--- src/rtl/zctt_pkg.sv ---
// ----------------------------------------------------------------------------
// zctt_pkg
// Types and constants shared by the zero-crossing tone tracker modules.
// ----------------------------------------------------------------------------
package zctt_pkg;

    localparam int unsigned ZERO_LEVEL  = 128;
    localparam int unsigned PIT_CLOCK   = 1193180;
    localparam int unsigned FREQ_MAX    = 3200;
    localparam int unsigned FREQ_MIN    = 110;
    localparam int unsigned LEVEL_MIN   = 3;
    localparam int unsigned COUNT_MAX   = 127;
    localparam int unsigned SUM_MAX     = 16383;

    localparam int unsigned RATE_RESET  = 8000;
    localparam int unsigned VOL_RESET   = 80;

    localparam int unsigned SAMPLE_W    = 8;
    localparam int unsigned CROSS_W     = 7;
    localparam int unsigned SUM_W       = 14;
    localparam int unsigned RATE_W      = 18;
    localparam int unsigned VOL_W       = 7;
    localparam int unsigned FREQ_W      = 12;
    localparam int unsigned PITDIV_W    = 16;
    localparam int unsigned MEAN_W      = 7;

    localparam int unsigned CFG_IDX_W   = 1;
    localparam int unsigned CFG_DATA_W  = 18;

    // crossings * sample rate
    localparam int unsigned PROD_W      = 25;

    // divider sized for the timer divisor: 1193180 over a 12-bit frequency
    localparam int unsigned DIV_NUM_W   = 21;
    localparam int unsigned DIV_DEN_W   = 12;

    localparam int unsigned QUEUE_DEPTH = 2;

    typedef enum logic [CFG_IDX_W-1:0] {
        CFG_SAMPLE_RATE = 1'b0,
        CFG_VOLUME      = 1'b1
    } t_cfg_idx;

    typedef struct packed {
        logic [SAMPLE_W-1:0] sample;
        logic                flush;
    } t_in;

    typedef struct packed {
        logic                tone_on;
        logic [FREQ_W-1:0]   tone_freq;
        logic [PITDIV_W-1:0] timer_divisor;
        logic [CROSS_W-1:0]  crossings;
        logic [MEAN_W-1:0]   mean_level;
    } t_out;

    // one finished window handed from front to back
    typedef struct packed {
        logic [CROSS_W-1:0] crossings;
        logic [SUM_W-1:0]   mag_sum;
    } t_win;

    typedef struct packed {
        logic                 start;
        logic [DIV_NUM_W-1:0] num;
        logic [DIV_DEN_W-1:0] den;
    } t_div_req;

    typedef struct packed {
        logic                 done;
        logic [DIV_NUM_W-1:0] quot;
    } t_div_rsp;

    typedef enum logic [2:0] {
        ST_IDLE,
        ST_MEAN,
        ST_MUL,
        ST_FREQ,
        ST_PIT,
        ST_DONE
    } t_back_state;

endpackage

--- src/rtl/zctt_front.sv ---
// ----------------------------------------------------------------------------
// zctt_front
// Per-sample crossing count and magnitude sum; pushes one entry per window.
// ----------------------------------------------------------------------------
module zctt_front #(
    parameter int unsigned WINDOW = 128
) (
    input  logic          i_clk,
    input  logic          i_rst_n,
    input  logic          i_accept,
    input  zctt_pkg::t_in i_in,
    output logic          o_win_push,
    output zctt_pkg::t_win o_win
);
    import zctt_pkg::*;

    localparam int unsigned POS_W = $clog2(WINDOW);

    logic [SAMPLE_W-1:0] r_prev;
    logic [POS_W-1:0]    r_pos;
    logic [CROSS_W-1:0]  r_cross;
    logic [SUM_W-1:0]    r_sum;

    logic [SAMPLE_W-1:0] n_prev;
    logic [POS_W-1:0]    n_pos;
    logic [CROSS_W-1:0]  n_cross;
    logic [SUM_W-1:0]    n_sum;

    logic [SAMPLE_W-1:0] mag;
    logic [SUM_W:0]      sum_add;
    logic                crossed;
    logic                last;
    logic [CROSS_W-1:0]  cross_upd;
    logic [SUM_W-1:0]    sum_upd;

    always_comb begin
        if (r_prev >= SAMPLE_W'(ZERO_LEVEL)) begin
            mag = r_prev - SAMPLE_W'(ZERO_LEVEL);
        end else begin
            mag = SAMPLE_W'(ZERO_LEVEL) - r_prev;
        end
        crossed = (r_prev[SAMPLE_W-1] != i_in.sample[SAMPLE_W-1]);
        sum_add = {1'b0, r_sum} + (SUM_W+1)'(mag);
        // first sample of a window has no pair yet
        if (r_pos != '0) begin
            cross_upd = (crossed && r_cross != CROSS_W'(COUNT_MAX)) ? r_cross + 1'b1 : r_cross;
            sum_upd   = (sum_add > (SUM_W+1)'(SUM_MAX)) ? SUM_W'(SUM_MAX) : sum_add[SUM_W-1:0];
        end else begin
            cross_upd = r_cross;
            sum_upd   = r_sum;
        end
        last = (r_pos == POS_W'(WINDOW - 1)) || i_in.flush;

        n_prev  = r_prev;
        n_pos   = r_pos;
        n_cross = r_cross;
        n_sum   = r_sum;
        if (i_accept) begin
            n_prev = i_in.sample;
            if (last) begin
                n_pos   = '0;
                n_cross = '0;
                n_sum   = '0;
            end else begin
                n_pos   = r_pos + 1'b1;
                n_cross = cross_upd;
                n_sum   = sum_upd;
            end
        end
    end

    always_ff @(posedge i_clk) begin
        if (!i_rst_n) begin
            r_prev  <= SAMPLE_W'(ZERO_LEVEL);
            r_pos   <= '0;
            r_cross <= '0;
            r_sum   <= '0;
        end else begin
            r_prev  <= n_prev;
            r_pos   <= n_pos;
            r_cross <= n_cross;
            r_sum   <= n_sum;
        end
    end

    assign o_win_push      = i_accept && last;
    assign o_win.crossings = cross_upd;
    assign o_win.mag_sum   = sum_upd;

endmodule

--- src/rtl/zctt_fifo.sv ---
// ----------------------------------------------------------------------------
// zctt_fifo
// Short queue of finished windows between front and back.
// ----------------------------------------------------------------------------
module zctt_fifo (
    input  logic           i_clk,
    input  logic           i_rst_n,
    input  logic           i_wr,
    input  zctt_pkg::t_win i_wr_data,
    input  logic           i_rd,
    output zctt_pkg::t_win o_rd_data,
    output logic           o_full,
    output logic           o_empty
);
    import zctt_pkg::*;

    localparam int unsigned PTR_W = $clog2(QUEUE_DEPTH);
    localparam int unsigned CNT_W = $clog2(QUEUE_DEPTH + 1);

    t_win             r_mem [QUEUE_DEPTH];
    logic [PTR_W-1:0] r_wr_ptr;
    logic [PTR_W-1:0] r_rd_ptr;
    logic [CNT_W-1:0] r_count;

    logic do_wr;
    logic do_rd;

    assign do_wr = i_wr && !o_full;
    assign do_rd = i_rd && !o_empty;

    always_ff @(posedge i_clk) begin
        if (do_wr) begin
            r_mem[r_wr_ptr] <= i_wr_data;
        end
    end

    // depth is a power of two, pointers wrap by themselves
    always_ff @(posedge i_clk) begin
        if (!i_rst_n) begin
            r_wr_ptr <= '0;
            r_rd_ptr <= '0;
            r_count  <= '0;
        end else begin
            if (do_wr) begin
                r_wr_ptr <= r_wr_ptr + 1'b1;
            end
            if (do_rd) begin
                r_rd_ptr <= r_rd_ptr + 1'b1;
            end
            if (do_wr && !do_rd) begin
                r_count <= r_count + 1'b1;
            end else if (do_rd && !do_wr) begin
                r_count <= r_count - 1'b1;
            end
        end
    end

    assign o_rd_data = r_mem[r_rd_ptr];
    assign o_full    = (r_count == CNT_W'(QUEUE_DEPTH));
    assign o_empty   = (r_count == '0);

endmodule

--- src/rtl/zctt_div.sv ---
// ----------------------------------------------------------------------------
// zctt_div
// Restoring divider, one quotient bit per cycle, used by the back end for the timer divisor.
// ----------------------------------------------------------------------------
module zctt_div (
    input  logic               i_clk,
    input  logic               i_rst_n,
    input  zctt_pkg::t_div_req i_req,
    output zctt_pkg::t_div_rsp o_rsp
);
    import zctt_pkg::*;

    localparam int unsigned CNT_W = $clog2(DIV_NUM_W + 1);

    logic [DIV_NUM_W-1:0] r_num;
    logic [DIV_DEN_W-1:0] r_den;
    logic [DIV_DEN_W-1:0] r_rem;
    logic [CNT_W-1:0]     r_cnt;
    logic                 r_busy;
    logic                 r_done;

    logic [DIV_DEN_W:0]   trial;
    logic                 q_bit;

    always_comb begin
        trial = {r_rem, r_num[DIV_NUM_W-1]};
        q_bit = (trial >= {1'b0, r_den});
    end

    // quotient bits shift in behind the numerator
    always_ff @(posedge i_clk) begin
        if (i_req.start) begin
            r_num <= i_req.num;
            r_den <= i_req.den;
            r_rem <= '0;
        end else if (r_busy) begin
            r_num <= {r_num[DIV_NUM_W-2:0], q_bit};
            if (q_bit) begin
                r_rem <= DIV_DEN_W'(trial - {1'b0, r_den});
            end else begin
                r_rem <= trial[DIV_DEN_W-1:0];
            end
        end
    end

    always_ff @(posedge i_clk) begin
        if (!i_rst_n) begin
            r_busy <= 1'b0;
            r_done <= 1'b0;
            r_cnt  <= '0;
        end else begin
            r_done <= r_busy && (r_cnt == CNT_W'(1));
            if (i_req.start) begin
                r_busy <= 1'b1;
                r_cnt  <= CNT_W'(DIV_NUM_W);
            end else if (r_busy) begin
                r_cnt  <= r_cnt - 1'b1;
                r_busy <= (r_cnt != CNT_W'(1));
            end
        end
    end

    assign o_rsp.done = r_done;
    assign o_rsp.quot = r_num;

endmodule

--- src/rtl/zctt_back.sv ---
// ----------------------------------------------------------------------------
// zctt_back
// Per-window evaluation: mean level, frequency, timer divisor, result register.
// ----------------------------------------------------------------------------
module zctt_back #(
    parameter int unsigned WINDOW = 128
) (
    input  logic                          i_clk,
    input  logic                          i_rst_n,
    input  logic                          i_win_avail,
    input  zctt_pkg::t_win                i_win,
    output logic                          o_win_pop,
    input  logic [zctt_pkg::RATE_W-1:0]   i_sample_rate,
    input  logic [zctt_pkg::VOL_W-1:0]    i_volume,
    output logic                          o_empty,
    input  logic                          i_pop,
    output zctt_pkg::t_out                o_out
);
    import zctt_pkg::*;

    // division by the window length is a multiply by a rounded-up reciprocal,
    // exact for every numerator of the given width
    localparam int unsigned     WIN_LOG    = $clog2(WINDOW);
    localparam int unsigned     MEAN_SHIFT = SUM_W + WIN_LOG;
    localparam longint unsigned MEAN_RECIP = ((64'd1 << MEAN_SHIFT) + WINDOW - 1) / WINDOW;
    localparam int unsigned     MPROD_W    = 2 * SUM_W + 1;
    localparam int unsigned     FREQ_SHIFT = PROD_W + $clog2(2 * WINDOW);
    localparam longint unsigned FREQ_RECIP =
        ((64'd1 << FREQ_SHIFT) + 2 * WINDOW - 1) / (2 * WINDOW);
    localparam int unsigned     FPROD_W    = 2 * PROD_W + 1;

    t_back_state          r_state;
    t_back_state          n_state;
    logic [CROSS_W-1:0]   r_cross;
    logic [CROSS_W-1:0]   n_cross;
    logic [SUM_W-1:0]     r_sum;
    logic [SUM_W-1:0]     n_sum;
    logic [MEAN_W-1:0]    r_mean;
    logic [MEAN_W-1:0]    n_mean;
    logic [PROD_W-1:0]    r_prod;
    logic [PROD_W-1:0]    n_prod;
    logic [PROD_W-1:0]    r_fq;
    logic [PROD_W-1:0]    n_fq;
    logic [FREQ_W-1:0]    r_freq;
    logic [FREQ_W-1:0]    n_freq;
    logic [PITDIV_W-1:0]  r_pitdiv;
    logic [PITDIV_W-1:0]  n_pitdiv;
    logic                 r_on;
    logic                 n_on;
    logic                 r_out_valid;
    logic                 n_out_valid;
    t_out                 r_out;
    t_out                 n_out;

    t_div_req             div_req;
    t_div_rsp             div_rsp;
    logic                 out_take;
    logic [FREQ_W-1:0]    freq_clamped;
    logic [MPROD_W-1:0]   mean_prod;
    logic [SUM_W-1:0]     mean_full;
    logic [FPROD_W-1:0]   fq_prod;

    zctt_div u_div (
        .i_clk   (i_clk),
        .i_rst_n (i_rst_n),
        .i_req   (div_req),
        .o_rsp   (div_rsp)
    );

    assign out_take = i_pop && r_out_valid;

    always_comb begin
        mean_prod = MPROD_W'(r_sum) * MPROD_W'(MEAN_RECIP);
        mean_full = SUM_W'(mean_prod >> MEAN_SHIFT);
        fq_prod   = FPROD_W'(r_prod) * FPROD_W'(FREQ_RECIP);
    end

    always_comb begin
        if (r_fq < PROD_W'(FREQ_MIN)) begin
            freq_clamped = FREQ_W'(FREQ_MIN);
        end else if (r_fq > PROD_W'(FREQ_MAX)) begin
            freq_clamped = FREQ_W'(FREQ_MAX);
        end else begin
            freq_clamped = r_fq[FREQ_W-1:0];
        end
    end

    always_comb begin
        n_state     = r_state;
        n_cross     = r_cross;
        n_sum       = r_sum;
        n_mean      = r_mean;
        n_prod      = r_prod;
        n_fq        = r_fq;
        n_freq      = r_freq;
        n_pitdiv    = r_pitdiv;
        n_on        = r_on;
        n_out_valid = r_out_valid && !out_take;
        n_out       = r_out;
        o_win_pop   = 1'b0;
        div_req     = '0;

        case (r_state)
            ST_IDLE: begin
                if (i_win_avail) begin
                    o_win_pop = 1'b1;
                    n_cross   = i_win.crossings;
                    n_sum     = i_win.mag_sum;
                    n_state   = ST_MEAN;
                end
            end
            ST_MEAN: begin
                n_mean   = mean_full[MEAN_W-1:0];
                n_prod   = PROD_W'(r_cross) * PROD_W'(i_sample_rate);
                n_freq   = '0;
                n_pitdiv = '0;
                n_on     = 1'b0;
                if (mean_full >= SUM_W'(LEVEL_MIN) && i_volume != '0) begin
                    n_state = ST_MUL;
                end else begin
                    n_state = ST_DONE;
                end
            end
            ST_MUL: begin
                n_fq    = PROD_W'(fq_prod >> FREQ_SHIFT);
                n_state = ST_FREQ;
            end
            ST_FREQ: begin
                n_freq        = freq_clamped;
                div_req.start = 1'b1;
                div_req.num   = DIV_NUM_W'(PIT_CLOCK);
                div_req.den   = freq_clamped;
                n_state       = ST_PIT;
            end
            ST_PIT: begin
                if (div_rsp.done) begin
                    n_pitdiv = div_rsp.quot[PITDIV_W-1:0];
                    n_on     = 1'b1;
                    n_state  = ST_DONE;
                end
            end
            ST_DONE: begin
                // wait for the result register to drain
                if (!r_out_valid || out_take) begin
                    n_out_valid         = 1'b1;
                    n_out.tone_on       = r_on;
                    n_out.tone_freq     = r_freq;
                    n_out.timer_divisor = r_pitdiv;
                    n_out.crossings     = r_cross;
                    n_out.mean_level    = r_mean;
                    n_state             = ST_IDLE;
                end
            end
            default: begin
                n_state = ST_IDLE;
            end
        endcase
    end

    always_ff @(posedge i_clk) begin
        if (!i_rst_n) begin
            r_state     <= ST_IDLE;
            r_out_valid <= 1'b0;
        end else begin
            r_state     <= n_state;
            r_out_valid <= n_out_valid;
        end
    end

    always_ff @(posedge i_clk) begin
        r_cross  <= n_cross;
        r_sum    <= n_sum;
        r_mean   <= n_mean;
        r_prod   <= n_prod;
        r_fq     <= n_fq;
        r_freq   <= n_freq;
        r_pitdiv <= n_pitdiv;
        r_on     <= n_on;
        r_out    <= n_out;
    end

    assign o_empty = !r_out_valid;
    assign o_out   = r_out;

endmodule

--- src/rtl/zero_crossing_tone_tracker_unit.sv ---
// ----------------------------------------------------------------------------
// zero_crossing_tone_tracker_unit
// Zero-crossing tone tracker: windowed crossing count to speaker tone.
// ----------------------------------------------------------------------------
// Input channel: push/full. One 8-bit offset-binary sample per beat, with a
// flush bit that closes the current window after that sample. Samples are
// taken one per cycle while full is low.
// Result channel: empty/pop. One result per window (WINDOW samples or fewer
// on flush), oldest first, held on o_out while empty is low.
// Configuration: i_cfg_we with index 0 = sample rate, 1 = volume; write only
// when the block is idle.
// Back end: a window taken from the queue passes the mean, multiply,
// frequency and timer-divisor states to the result register (a window with
// the tone off goes from the mean state straight to the result). It handles one
// window at a time and is busy mostly in the one-bit-per-cycle divider doing
// the 21-step timer divisor division. A two-entry window queue lets the front
// end keep taking samples meanwhile; full rises only when that queue is full.
// Reset (synchronous, active low) empties everything and restores the
// registers to 8000 Hz and volume 80. A stalled receiver holds the result;
// the back end then waits and, once the queue fills, full goes high.
// ----------------------------------------------------------------------------
module zero_crossing_tone_tracker_unit #(
    parameter int unsigned WINDOW = 128
) (
    input  logic                              i_clk,
    input  logic                              i_rst_n,
    input  logic                              push,
    output logic                              full,
    input  zctt_pkg::t_in                     i_in,
    output logic                              empty,
    input  logic                              pop,
    output zctt_pkg::t_out                    o_out,
    input  logic                              i_cfg_we,
    input  logic [zctt_pkg::CFG_IDX_W-1:0]    i_cfg_idx,
    input  logic [zctt_pkg::CFG_DATA_W-1:0]   i_cfg_data
);
    import zctt_pkg::*;

    logic [RATE_W-1:0] r_sample_rate;
    logic [VOL_W-1:0]  r_volume;

    logic accept;
    logic win_push;
    t_win win_wr;
    t_win win_rd;
    logic win_pop;
    logic q_full;
    logic q_empty;

    always_ff @(posedge i_clk) begin
        if (!i_rst_n) begin
            r_sample_rate <= RATE_W'(RATE_RESET);
            r_volume      <= VOL_W'(VOL_RESET);
        end else if (i_cfg_we) begin
            case (t_cfg_idx'(i_cfg_idx))
                CFG_SAMPLE_RATE: r_sample_rate <= i_cfg_data[RATE_W-1:0];
                CFG_VOLUME:      r_volume      <= i_cfg_data[VOL_W-1:0];
                default: begin
                end
            endcase
        end
    end

    assign full   = q_full;
    assign accept = push && !q_full;

    zctt_front #(
        .WINDOW (WINDOW)
    ) u_front (
        .i_clk      (i_clk),
        .i_rst_n    (i_rst_n),
        .i_accept   (accept),
        .i_in       (i_in),
        .o_win_push (win_push),
        .o_win      (win_wr)
    );

    zctt_fifo u_fifo (
        .i_clk     (i_clk),
        .i_rst_n   (i_rst_n),
        .i_wr      (win_push),
        .i_wr_data (win_wr),
        .i_rd      (win_pop),
        .o_rd_data (win_rd),
        .o_full    (q_full),
        .o_empty   (q_empty)
    );

    zctt_back #(
        .WINDOW (WINDOW)
    ) u_back (
        .i_clk         (i_clk),
        .i_rst_n       (i_rst_n),
        .i_win_avail   (!q_empty),
        .i_win         (win_rd),
        .o_win_pop     (win_pop),
        .i_sample_rate (r_sample_rate),
        .i_volume      (r_volume),
        .o_empty       (empty),
        .i_pop         (pop),
        .o_out         (o_out)
    );

endmodule

--- config.mk ---
export PLATFORM = sky130hd
export DESIGN_NAME = zero_crossing_tone_tracker_unit
export DESIGN_NICKNAME = d
export VERILOG_FILES = /design/src/rtl/zctt_pkg.sv /design/src/rtl/zctt_front.sv /design/src/rtl/zctt_fifo.sv /design/src/rtl/zctt_div.sv /design/src/rtl/zctt_back.sv /design/src/rtl/zero_crossing_tone_tracker_unit.sv
export SDC_FILE = /design/constraint.sdc
export NUM_CORES = 1
export LEC_CHECK = 0
export BUFFER_PORTS_ARGS = -buffer_cell sky130_fd_sc_hd__buf_2
export CAP_MARGIN = 40
export CORE_AREA = 2 2 249 251
export DETAILED_ROUTE_END_ITERATION = 6
export DIE_AREA = 0 0 251 253
export GPL_ROUTABILITY_DRIVEN = 0
export PLACE_DENSITY = 0.51
export SLEW_MARGIN = 40
export SYNTH_ARGS = -nofsm -noshare
export SYNTH_HDL_FRONTEND = slang
export SYNTH_SLANG_ARGS = --single-unit
--- constraint.sdc ---
create_clock -name i_clk -period 10.7 [get_ports i_clk]
set_clock_uncertainty 0.05 [all_clocks]
set_input_delay 1.07 -clock i_clk [delete_from_list [all_inputs] [get_ports i_clk]]
set_output_delay 1.07 -clock i_clk [all_outputs]
set_load 0.005 [all_outputs]
Word level (Yosys, flattened, before mapping)
Memory sizes are Yosys's and may differ from the RTL's. A register that Yosys moved wholly into a read port is not among the register bits.
Index checks and enable logic that the tools add are counted.
W data, S select, Z words.
{"block": "classes", "add_sub_neg": 11, "mul": 1, "magnitude_cmp": 6, "eq_ne": 14, "mux": 36, "bitwise": 3, "n_reduce_logical": 34}
{"op": "$mux W14", "count": 3}
{"op": "$mux W21", "count": 2}
{"op": "$mux W12", "count": 3}
{"op": "$mux W34", "count": 1}
{"op": "$pmux W16 S2", "count": 1}
{"op": "$mux W7", "count": 4}
{"op": "$mul A7 B18 Y25", "count": 1}
{"op": "$pmux W12 S2", "count": 1}
{"op": "$pmux W3 S6", "count": 1}
{"op": "$gt A17 B12 Y1 const B", "count": 1}
{"op": "$lt A17 B7 Y1 const B", "count": 1}
{"op": "$mux W16", "count": 1}
{"op": "$add A14 B8 Y15", "count": 1}
{"op": "$gt A15 B14 Y1 const B", "count": 1}
{"op": "$add A7 B1 Y7 const B", "count": 2}
{"op": "$reduce_bool A7 Y1", "count": 2}
{"op": "$ge A13 B12 Y1", "count": 1}
{"op": "$mux W3", "count": 4}
{"op": "$sub A12 B12 Y12", "count": 1}
{"op": "$logic_and A1 B1 Y1", "count": 11}
{"op": "$mux W5", "count": 2}
{"op": "$reduce_and A2 Y1", "count": 5}
{"op": "$mux W1", "count": 9}
{"op": "$ge A8 B8 Y1 const B", "count": 1}
{"op": "29 further kinds", "count": 45}
{"block": "totals", "reg_bits": 242, "mem_bits_rw": 42, "input_bits": 33, "out_inout_bits": 45, "wordCells": 135, "memories": 1}
{"name": "u_fifo.r_mem", "words": 2, "word_bits": 21, "read_ports": 1, "rd_ports_with_merged_regs": 1, "write_ports": 1, "line_no": "zctt_fifo.sv:20", "source": "t_win r_mem [QUEUE_DEPTH];"}

Depth between registers and ports, before layout
{"block": "depth", "depth_word": 9, "mapped_depth": 18, "depth_no_buf": 17}

By module
A second synthesis with hierarchy kept.
{"block": "hier_totals", "hier_cells": 1418, "hier_area_um2": 16286.9}
{"mod": "zctt_back", "n_inst": 1, "cells_per_inst": 670, "area_per_inst_um2": 8298.0, "seq_area_each_um2": 3893.7}
{"mod": "zctt_div", "n_inst": 1, "cells_per_inst": 248, "area_per_inst_um2": 2747.6, "seq_area_each_um2": 1371.3}
{"mod": "zctt_front", "n_inst": 1, "cells_per_inst": 303, "area_per_inst_um2": 2483.6, "seq_area_each_um2": 720.7}
{"mod": "zctt_fifo", "n_inst": 1, "cells_per_inst": 90, "area_per_inst_um2": 1741.7, "seq_area_each_um2": 1361.3}
{"mod": "zero_crossing_tone_tracker_unit", "n_inst": 1, "cells_per_inst": 107, "area_per_inst_um2": 1016.0, "seq_area_each_um2": 500.5}

Least setup slack after synthesis
Ideal clock, no wire load.
{"block": "synth_timing", "path_kind": "reg2reg", "from": "register u_back.r_cross[6]", "to": "register u_back.r_prod[23] (data pin)", "setup_time_ns": 0.261, "arrival_ns": 4.625, "required_ns": 10.389, "path_slack_ns": 5.764, "stages_incl_launch_ff": 18, "path_buffers": 1, "synth_period_minus_slack_ns": 4.936, "cell_sequence": "edfxtp_1 -> clkbuf_1 -> and2_1 -> fa_1 -> inv_1 -> fa_1 -> inv_1 -> fa_1 -> inv_1 -> fa_1 -> inv_1 -> ha_1 -> and3_1 -> nand4_1 -> o311a_4 -> a21boi_4 -> nor4_1 -> a311o_1"}
{"block": "synth_between", "elab_chain_len": 1}
{"element": "from (decl)", "line_no": "zctt_back.sv:34", "source": "logic [CROSS_W-1:0] r_cross;"}
{"element": "from (signal assigned)", "line_no": "zctt_back.sv:171", "source": "r_cross <= n_cross;"}
{"element": "$mul A7 B18 Y25", "line_no": "zctt_back.sv:114", "source": "n_prod = PROD_W'(r_cross) * PROD_W'(i_sample_rate);"}
{"element": "to (signal assigned)", "line_no": "zctt_back.sv:174", "source": "r_prod <= n_prod;"}
{"element": "to (decl)", "line_no": "zctt_back.sv:40", "source": "logic [PROD_W-1:0] r_prod;"}
Every way passes these cells.
A chain may end at the register's enable or synchronous reset.

Final worst setup path
{"block": "layout_timing", "from": "register u_back.r_cross[3]", "to": "register u_back.r_prod[19] (data pin)"}
Same word-level chain as after synthesis.

==> key figures <==
Setup path
  • Critical path type: flip-flop to flip-flop
  • WP data arrival: 5.55 ns
  • Worst path cell trace: and2_1 -> fa_1 -> inv_1 -> fa_1 -> inv_1 -> fa_1 -> inv_1 -> fa_1 -> inv_1 -> ha_1 -> a22oi_1 -> o211ai_2 -> a211oi_1 -> o31ai_1 -> a31oi_1 -> o21ai_0 -> and3b_1
  • Crit Path Max Fanout: 19
  • Crit path launch type: flip-flop
  • CP endpoint kind: flip-flop
  • CP required: 10.94 ns
  • Slowest cell on the critical path: edfxtp_1
  • Max incr delay on CP: 0.66 ns

Placed design
  • Total placed instance area: 0.0164 mm^2
  • Final HPWL DP: 22900 um
  • Pre-CTS setup slack: 5.40 ns
  • Number of port buffers: 77

STA
  • Final Setup Violations: 0
  • RSZ-0062 raised after global routing: no
  • Tmin final: 5.31 ns
  • Max-slew headroom: 50.0%
  • Tcrit/Tclk final: 49.7%
  • Final slew viol count: 0
  • Worst slew pin tran: 0.751 ns
  • Final count of hold timing violations: 0
  • Worst hold slack: 0.360 ns
  • Setup tns final: 0 ns
  • Setup slack after layout: 5.39 ns
  • Peak Freq: 188 MHz

Layout
  • Share of cells above drive strength 1: 12.3%
  • Inserted Diodes: 0
  • Area grow syn2layout: 16.3%
  • Post-layout nets: 1608
  • Final instance area: 0.0175 mm^2
  • Fill cell count: 6349

Power
  • Leak pwr: 6.97 nW
  • Max IR drop VDD: 0.000322 V
  • Pwr Total: 5.86 mW
  • PD cells: 335 mW/mm^2

Yosys
  • Xor and xnor fraction of the mapped netlist area: 2.97%
  • Yosys reg bits: 276
  • Top cells by count, synth: edfxtp_1 (188), nand2_1 (138), and2_1 (130)
  • Post-Syn Nets: 1526
  • Sequential fraction of the synthesis area: 49.2%
  • Fraction of registers with async set/reset: 0%
  • Combinational family with the most area after synthesis: adder cells
  • Post-synthesis cell count: 1343
  • Netlist cell types: 63
  • Synth top area cells: edfxtp_1 (38%), dfxtp_1 (12%), fa_1 (11%)
  • Post-Synth Adder-Cell Area: 16.5%
  • Post-synth EDFFs: 188
  • Most used DFF post-synth: edfxtp_1
  • Post-synthesis compound-gate area fraction: 9.26%
  • Simple-gate share of the synthesized area: 15.8%
  • Mapped Area: 0.0151 mm^2
  • Top-area cell type share of the netlist area: 37.5%
  • Most numerous cell in the Yosys netlist: edfxtp_1
  • Syn. warnings: 0
  • Largest area contributor in the netlist: edfxtp_1
  • Syn Area/Cell: 11.2 um^2
  • Mux share of post-synthesis cell area: 2.09%

Die
  • Num ports: 78
  • Num rows: 91
  • DIE AREA: 0.0635 mm^2
  • Die X: 251 um
  • Area of the core: 0.0610 mm^2
  • Die Y: 253 um
  • Starting Density: 24.7%

Run
  • Max Cap Violations: 0

Clocking
  • Worst-case clock buffer depth: 3
  • H-tree levels: 2
  • Post-CTS Hold Buffers: 0
  • Num Clock Sinks: 276
  • Worst-path clk slew: 0.06 ns
  • Skew-Pair Late Insertion Delay: 0.54 ns
  • TritonCTS clock tree: built
  • Setup bufs post-CTS: 0
  • Root Driver: clkbuf_16
  • Post-CTS sizing: 0
  • Inserted Clock Buffers: 35

Route
  • Antenna-violating nets left: 0
  • Overall routed net length: 32100 um
  • Drt via density: 4.28
  • Routed WL per cell: 14.3 um
  • # DRC: 0
  • Via Count: 9595
  • Starting DRT DRC Count: 464
  • Drt pass-1 iters: 5

GRT
  • Number of global-route vias before repair: 9889
  • First-pass GRT wire length: 52500 um
  • Total gr overflow: 0
  • Initial antenna violation count: 0
  • Largest net degree at the start of global routing: 65
  • GRT Util Overall: 10.3%

Run status
  • Status: completed

Min path
  • Worst Hold Class: flip-flop to flip-flop
[per-stage QoR]
stage	instances	util (%)
3_5_place_dp	2178	26.8
6_report	2241	28.7
4_1_cts	2241	28.7
2_1_floorplan	1343	-
5_1_grt	2241	28.7
3_3_place_gp	2178	26.8
[power by group]
group          internal (mW)  switching, mW
clock network          0.700          0.460
registers               1.56          0.171
logic                   1.28           1.69
[sequential cells by signal (all words and copies together) (netlist names), 12 cells and up]
register and flops:
u_back.o_out 43, u_back.u_div.r_num 21, u_back.u_div.r_den 12, u_fifo.r_mem 28, u_back.r_prod 17, u_back.r_freq 12, u_back.u_div.r_rem 12, u_front.r_sum 14
r_sample_rate 18, u_back.r_fq 17, u_back.r_pitdiv 16
[path summary, 6_finish.rpt]
check             slack (ns)         startpoint           endpoint  depth (start not counted)
setup / recovery        5.39  u_back.r_cross[3]  u_back.r_prod[19]                         17
hold / removal          0.36   u_back.r_freq[7]   u_back.o_out[37]                          0
setup reg to reg        5.39  u_back.r_cross[3]  u_back.r_prod[19]                         17
hold reg to reg         0.36   u_back.r_freq[7]   u_back.o_out[37]                          0
[layer usage]
layer / part of all wire (%) / global-route usage, % / up-vias
li1: - / - / 4758
met1: 48 / 13.6 / 4636
met2: 46 / 16.8 / 151
met3: 4.0 / 1.91 / 50
met4: 2.6 / 3.49 / 0
met5: 0 / 0 / -
[layout make-up]
| class | instances | area, um^2 | share of cell area, % |
|---|---|---|---|
| Clock inverter | 18 | 189 | 1.08 |
| Tap cell | 790 | 988 | 5.65 |
| Inverter | 120 | 450 | 2.57 |
| Sequential cell | 276 | 7410 | 42.3 |
| Clock buffer | 45 | 945 | 5.40 |
| Timing Repair Buffer | 89 | 475 | 2.72 |
| Multi-Input combinational cell | 903 | 7050 | 40.3 |
[critical path: cells and delay by family, from the launching register on]
family	cells	cell delay [ns]
AO/OA/AOI/OAI	6	1.32
adder cells (fa/ha/maj)	5	2.37
buffers and inverters	4	0.20
flip-flops	1	0.66
AND/OR/NAND/NOR	2	0.49
[cells by family after synthesis]
logic type	count (synthesis)
AOI/OAI and AO/OA	211
xor gates and xnor gates	51
buffers and inverters	164
and+or+nand+nor	462
muxes	29
adders and majority gates	150
DFF	276
[cell usage in the layout, fill, tap and decap left out, drive strengths merged, types with 33 or more instances in the layout]
master	Yosys	layout
nor2	58	58
and2	130	130
clkbuf	36	45
dfxtp	88	88
o21ai	48	48
ha	70	70
inv	120	120
a21boi	33	33
buf	8	89
fa	80	80
nand2	138	138
a21oi	52	52
edfxtp	188	188
Note: power is estimated with default switching activity, not from simulation.
